File: config.mk
export PLATFORM = sky130hd
export DESIGN_NAME = esc_temp
export DESIGN_NICKNAME = d
export VERILOG_FILES = /design/src/rtl/esc_pkg.sv /design/src/rtl/esc_temp.sv
export SDC_FILE = /design/constraint.sdc
export NUM_CORES = 2
export LEC_CHECK = 0
export BUFFER_PORTS_ARGS = -buffer_cell sky130_fd_sc_hd__clkbuf_2
export CORE_MARGIN = 2
export CORE_UTILIZATION = 50
export CTS_CLUSTER_SIZE = 14
export DETAILED_ROUTE_END_ITERATION = 10
export GPL_TIMING_DRIVEN = 0
export PLACE_DENSITY = 0.76
export SYNTH_ARGS = -nofsm -noshare
export SYNTH_HDL_FRONTEND = slang
export SYNTH_SLANG_ARGS = --single-unit
export TNS_END_PERCENT = 30
File: constraint.sdc
create_clock -name clk -period 15.4 [get_ports clk]
set_input_delay 3.08 -clock clk [delete_from_list [all_inputs] [get_ports clk]]
set_output_delay 3.08 -clock clk [all_outputs]
set_load 0.05 [all_outputs]
File: src/rtl/esc_pkg.sv
`default_nettype none

package esc_pkg;

  localparam int CFG_IDX_W = 3;
  localparam int CFG_DAT_W = 48;

  localparam logic [CFG_IDX_W-1:0] REG_TEMP_CAL    = 3'd0;
  localparam logic [CFG_IDX_W-1:0] REG_PRESS_CAL_A = 3'd1;
  localparam logic [CFG_IDX_W-1:0] REG_PRESS_CAL_B = 3'd2;
  localparam logic [CFG_IDX_W-1:0] REG_PRESS_CAL_C = 3'd3;
  localparam logic [CFG_IDX_W-1:0] REG_HUM_CAL_A   = 3'd4;
  localparam logic [CFG_IDX_W-1:0] REG_HUM_CAL_B   = 3'd5;

  // divisor magnitude after the >>> 33 stays below 2^31
  localparam int DEN_W    = 31;
  localparam int DIV_BITS = 64;

  // humidity chain depth
  localparam int HUM_STAGES = 8;

  localparam logic [31:0] HUM_MAX = 32'd419430400;

  typedef struct packed {
    logic [15:0] t1;
    logic [15:0] t2;
    logic [15:0] t3;
    logic [15:0] p1;
    logic [15:0] p2;
    logic [15:0] p3;
    logic [15:0] p4;
    logic [15:0] p5;
    logic [15:0] p6;
    logic [15:0] p7;
    logic [15:0] p8;
    logic [15:0] p9;
    logic [7:0]  h1;
    logic [15:0] h2;
    logic [7:0]  h3;
    logic [11:0] h4;
    logic [11:0] h5;
    logic [7:0]  h6;
  } cal_t;

  typedef struct packed {
    logic [31:0] tc;
    logic [16:0] hum;
  } side_t;

  typedef struct packed {
    logic  neg;
    logic  nz;
    side_t side;
  } tag_t;

  typedef struct packed {
    logic [63:0]      num_mag;
    logic [DEN_W-1:0] den_mag;
    logic             neg;
    logic             nz;
  } pre_t;

endpackage

`default_nettype wire

File: src/rtl/esc_temp.sv
`default_nettype none

module esc_temp (
  input  logic                clk,
  input  logic                rst_n,
  input  logic                in_vld,
  input  logic [19:0]         raw_temp,
  input  logic [19:0]         raw_press,
  input  logic [15:0]         raw_hum,
  input  esc_pkg::cal_t       cal,
  output logic                o_vld,
  output logic [31:0]         o_tf,
  output logic [31:0]         o_tc,
  output logic [19:0]         o_ap,
  output logic [15:0]         o_ah
);
  import esc_pkg::*;

  logic [4:0]  v_r;
  logic [19:0] at0_r;
  logic [19:0] ap_r [5];
  logic [15:0] ah_r [5];
  logic [31:0] dd1_r, m1_r, v1_2_r, mt3_r, tf3_r, tf4_r, tc4_r;

  logic signed [17:0] d_s, e_s;
  logic signed [35:0] dd_w;
  logic signed [33:0] m1_w;
  logic [31:0]        v1_w, dds_w, v2_w, t5_w, tc_w;
  logic signed [35:0] mt3_w;

  always_ff @(posedge clk) begin
    if (!rst_n) begin
      v_r <= '0;
    end else begin
      v_r <= {v_r[3:0], in_vld};
    end
  end

  // stage 1: d^2 and (at/8 - 2*T1)*T2
  assign d_s  = $signed({2'b00, at0_r[19:4]}) - $signed({2'b00, cal.t1});
  assign e_s  = $signed({1'b0, at0_r[19:3]}) - $signed({1'b0, cal.t1, 1'b0});
  assign dd_w = d_s * d_s;
  assign m1_w = e_s * $signed(cal.t2);

  // stage 2
  assign v1_w  = $signed(m1_r) >>> 11;
  assign dds_w = $signed(dd1_r) >>> 12;
  assign mt3_w = $signed(dds_w[19:0]) * $signed(cal.t3);

  // stage 3
  assign v2_w = $signed(mt3_r) >>> 14;

  // stage 4
  assign t5_w = tf3_r * 32'd5 + 32'd128;
  assign tc_w = $signed(t5_w) >>> 8;

  always_ff @(posedge clk) begin
    at0_r  <= raw_temp;
    ap_r[0] <= raw_press;
    ah_r[0] <= raw_hum;
    for (int k = 1; k < 5; k++) begin
      ap_r[k] <= ap_r[k-1];
      ah_r[k] <= ah_r[k-1];
    end
    dd1_r  <= dd_w[31:0];
    m1_r   <= m1_w[31:0];
    v1_2_r <= v1_w;
    mt3_r  <= mt3_w[31:0];
    tf3_r  <= v1_2_r + v2_w;
    tf4_r  <= tf3_r;
    tc4_r  <= tc_w;
  end

  assign o_vld = v_r[4];
  assign o_tf  = tf4_r;
  assign o_tc  = tc4_r;
  assign o_ap  = ap_r[4];
  assign o_ah  = ah_r[4];

endmodule

`default_nettype wire

# [Word-level counts from Yosys, hierarchy flattened]
# Memory sizes are Yosys's and may differ from the RTL's.
# Index checks and enable logic that the tools add are counted.
[word_totals] n_memories=2 mem_bits_rw=180 regBits=230 inputBits=315 elab_cells=19 output_inout_bits=101
[memory_table] name="ap_r" words=5 width=20 read_ports=5 rd_ports_with_merged_regs=0 write_ports=5 line="esc_temp.sv:21" rtl="logic [19:0] ap_r [5];"
[memory_table] name="ah_r" words=5 width=16 read_ports=5 rd_ports_with_merged_regs=0 write_ports=5 line="esc_temp.sv:22" rtl="logic [15:0] ah_r [5];"
[op_classes] addsub=4 multipliers=4
[ops] cell="$add A32 B8 Y32 const B" count=1
[ops] cell="$mul A17 B17 Y32" count=1
[ops] cell="$mul A18 B16 Y32" count=1
[ops] cell="$mul A20 B16 Y32" count=1
[ops] cell="$mul A32 B3 Y32 const B" count=1
[ops] cell="$add A21 B18 Y22" count=1
[ops] cell="$sub A17 B17 Y18" count=1
[ops] cell="$sub A16 B16 Y17" count=1

# [Depth between registers and ports, before layout]
[logic_depth] ltp_word=2 mapped_depth=34 ltp_nobuf=33

# [Worst setup path before layout]
# OpenSTA, ideal clock, no wires.
[synth_path] path_type="input to register" from="in cal[240] (netlist name)" to="reg m1_r[27]" required_ns=15.328 stages=29 path_buffers=1 setup_slack_ns=4.970 arrival_ns=10.358 setup_time_ns=0.072 cell_sequence="ha_1 -> inv_1 -> fa_1 -> a211o_1 -> o211ai_2 -> a2111oi_2 -> nor3_1 -> o21bai_1 -> xor2_1 -> clkbuf_1 -> nand2_1 -> fa_1 -> inv_1 -> fa_1 -> inv_1 -> fa_1 -> inv_1 -> fa_1 -> fa_1 -> fa_1 -> ha_1 -> o21a_1 -> o211ai_1 -> a2bb2oi_1 -> o311ai_1 -> a31oi_1 -> o22ai_1 -> o41ai_1 -> xnor2_1"
[synth_via] elab_chain_cells=2
[synth_rtl] element="start: declaration" line="esc_temp.sv:10" rtl="input esc_pkg::cal_t cal,"
[synth_rtl] element="$sub A17 B17 Y18" line="esc_temp.sv:41" rtl="assign e_s = $signed({1'b0, at0_r[19:3]}) - $signed({1'b0, cal.t1, 1'b0});"
[synth_rtl] element="$mul A18 B16 Y32" line="esc_temp.sv:43" rtl="assign m1_w = e_s * $signed(cal.t2);"
[synth_rtl] element="net m1_w[27]" line="esc_temp.sv:27" rtl="logic signed [33:0] m1_w;"
[synth_rtl] element="end signal: assignment" line="esc_temp.sv:66" rtl="m1_r <= m1_w[31:0];"
[synth_rtl] element="end: declaration" line="esc_temp.sv:23" rtl="logic [31:0] dd1_r, m1_r, v1_2_r, mt3_r, tf3_r, tf4_r, tc4_r;"
# The timed path passes the listed nets, and every way through them passes these cells.
# A chain may end at the register's enable or synchronous reset.

# [Worst setup path after layout]
[layout_path] from="in cal[240] (netlist name)" to="reg m1_r[31]"
# The elaborated chain is that of the path after synthesis.

==> flow_summary.json <==
{
  "status": "finished, final reports clean",
  "drive_gt1_share_pct": 8.48,
  "fin_nets": 5707,
  "synth.distinct_cells": 88,
  "vias": 27000,
  "synth_adder_area_share_pct": 51.7,
  "synthTopCellsByCount": "inv_1, fa_1, nand2_1, dfxtp_1, ha_1",
  "synth_simple_gate_area_share_pct": 11.8,
  "critPathLaunchType": "input port",
  "hold_viol": 0,
  "cp.required_ns": 15.83,
  "synth_enable_flop_cells": 0,
  "synth_compound_gate_area_share_pct": 3.83,
  "grt_use_met2_pct": 41.9,
  "nFillCells": 6926,
  "core_um2": 78900,
  "cts.clk_slew.worst_paths_ns": 0.06,
  "crit_top_cell": "fa_1",
  "yosys-top-cells-area": "fa_1, dfxtp_1, ha_1",
  "cts-buffers-inserted": 38,
  "initial_utilization_pct": 50.4,
  "end_kind": "register",
  "max_cap_violations": 0,
  "wl_per_cell_um": 17.9,
  "postCtsHoldBufs": 0,
  "async_reset_ff_share_pct": 0,
  "ant_nets": 0,
  "die_w_um": 286,
  "top_usage_layer": "met2",
  "ys_ff_latch": 350,
  "gp_congestion": 0.986,
  "rows": 103,
  "track_usage_pct": 24.3,
  "min_path_type": "register to register",
  "port_buffers": 188,
  "dp.cells": 5252,
  "cp_slowest_cell": "xor2_1",
  "cts_setup_buffers": 0,
  "cts_tree": "yes",
  "drc_errors": 0,
  "dr.pass1.iters": 5,
  "crit_arrival_ns": 12.43,
  "finClkSkew_ns": 0.0547,
  "final_cells": 5326,
  "ys_warn_count": 0,
  "tightestPinTransition_ns": 1.34,
  "period_share_pct": 77.9,
  "hpwl_um": 79200,
  "synthFlopType": "dfxtp_1",
  "io_pins": 416,
  "clock_sinks": 350,
  "drt_wl_total_um": 95500,
  "grt_pass1_vias": 29400,
  "crit_fanout": 10,
  "antenna_found_initial": 11,
  "grt_max_degree": 15,
  "synth.most_common_cell": "inv_1",
  "slew_headroom_pct": 10.3,
  "synth_top_family_by_area": "adder cells",
  "synthesis.area_um2": 39700,
  "grt_pass1_wl_um": 154000,
  "period_needed_ns": 12.00,
  "cts_resized": 0,
  "maxSlewViolCount": 0,
  "cts_max_level": 2,
  "overflow": 0,
  "max_stage_delay_ns": 0.92,
  "syn_nets": 5479,
  "crit_type": "input port to register",
  "yosys.area.top_type": "fa_1",
  "clock_tree.buffer_depth": 3,
  "met1_usage_pct": 29.6,
  "clk_latency_ns": 0.60,
  "syn_area_per_cell_um2": 9.90,
  "area.growth.synth_to_final_pct": 8.96,
  "synthMuxAreaShare_pct": 0.0535,
  "finalSetupTns_ns": 0,
  "drtIter0Drc": 1450,
  "grt_use_met3_pct": 5.70,
  "ys_seq_area_share_pct": 17.6,
  "die_y_um": 286,
  "synth_top_area_share_pct": 41.2,
  "cts_root_buf": "clkbuf_16",
  "synth_xor_area_share_pct": 3.38,
  "setup_viol": 0,
  "via_per_inst": 5.08,
  "fmax_ghz": 0.0833,
  "die_area_um2": 81700,
  "rsz0062_at_grt": "no",
  "netlist_instances": 4014
}
==> path summary, 6_finish.rpt <==
kind                        from  slack (ns)  depth (start not counted)             endpoint
max                     cal[240]        3.40                         30     m1_r[31]$_DFF_P_
min reg2reg  ap_r[0][38]$_DFF_P_        0.31                          0  ap_r[0][58]$_DFF_P_
max reg2reg     at0_r[4]$_DFF_P_        5.65                         30     m1_r[31]$_DFF_P_
min          ap_r[0][38]$_DFF_P_        0.31                          0  ap_r[0][58]$_DFF_P_
==> state kept, by name, summed over array words and instances (netlist names) <==
register,cells
v1_2_r,21
at0_r,17
dd1_r,20
mt3_r,18
m1_r,21
ah_r,80
ap_r,100
o_tf,22
tf3_r,22
v_r,5
o_tc,24
==> per-layer routing <==
| metal | vias to the layer above | share of wire (%) | routed length [um] |
|---|---|---|---|
| li1 | 12100 | - | - |
| met4 | 6 | 4.4 | 4230 |
| met1 | 13500 | 38 | 36600 |
| met3 | 263 | 9.3 | 8880 |
| met5 | - | 0.043 | 41 |
| met2 | 1125 | 48 | 45800 |
==> cell type report <==
cell class	count	area (um2)	share of cell area, %
Sequential cell	350	7010	16.2
Antenna cell	5	12.5	0.0289
Multi-Input combinational cell	2498	28100	64.9
Clock buffer	49	1020	2.36
Inverter	990	3720	8.58
Timing Repair Buffer	188	941	2.17
Tap cell	1050	1310	3.03
Clock inverter	20	273	0.630
Buffer	176	895	2.07
==> kinds of logic after synthesis <==
kind of cell / after synthesis
AO/OA/AOI/OAI: 214
XOR/XNOR: 149
adder cells (fa/ha/maj): 1150
buffers and inverters: 1166
flip-flops: 350
multiplexers: 2
AND/OR/NAND/NOR: 983
==> critical path, delay by kind of cell <==
kind            cells  cell delay (ns)
fa+ha+maj           9             3.85
compound gates      9             2.39
xor+xnor            2             1.35
buf+inv             6             1.01
simple gates        4             0.75
==> metrics by stage <==
step                      setup slack, ns  area, um2  hold slack (ns)  util [%]
after floorplan                      4.97      39700            0.310         -
after global placement               3.04      42000            0.310      53.2
after detailed placement             2.92      42000            0.312      53.2
after CTS                            3.48      43300            0.316      54.9
after global routing                 2.96      43300            0.326      54.9
final                                3.40      43300            0.313      54.9
==> layout by cell type, fill, tap and decap left out, types with 20 or more instances in the layout <==
master / n
a21o_1: 30
a21oi_1: 56
and2_1: 248
buf_4: 55
clkbuf_1: 119
clkbuf_16: 38
clkbuf_2: 188
dfxtp_1: 350
fa_1: 818
ha_1: 332
inv_1: 984
nand2_1: 467
nand2b_1: 32
nor2_1: 112
nor2b_1: 27
nor3_1: 25
o21a_1: 20
o21ai_0: 33
xnor2_1: 116
xor2_1: 30
Power is not shown: default switching activity piles up to over one toggle a cycle in this logic, so the estimate is an artifact.
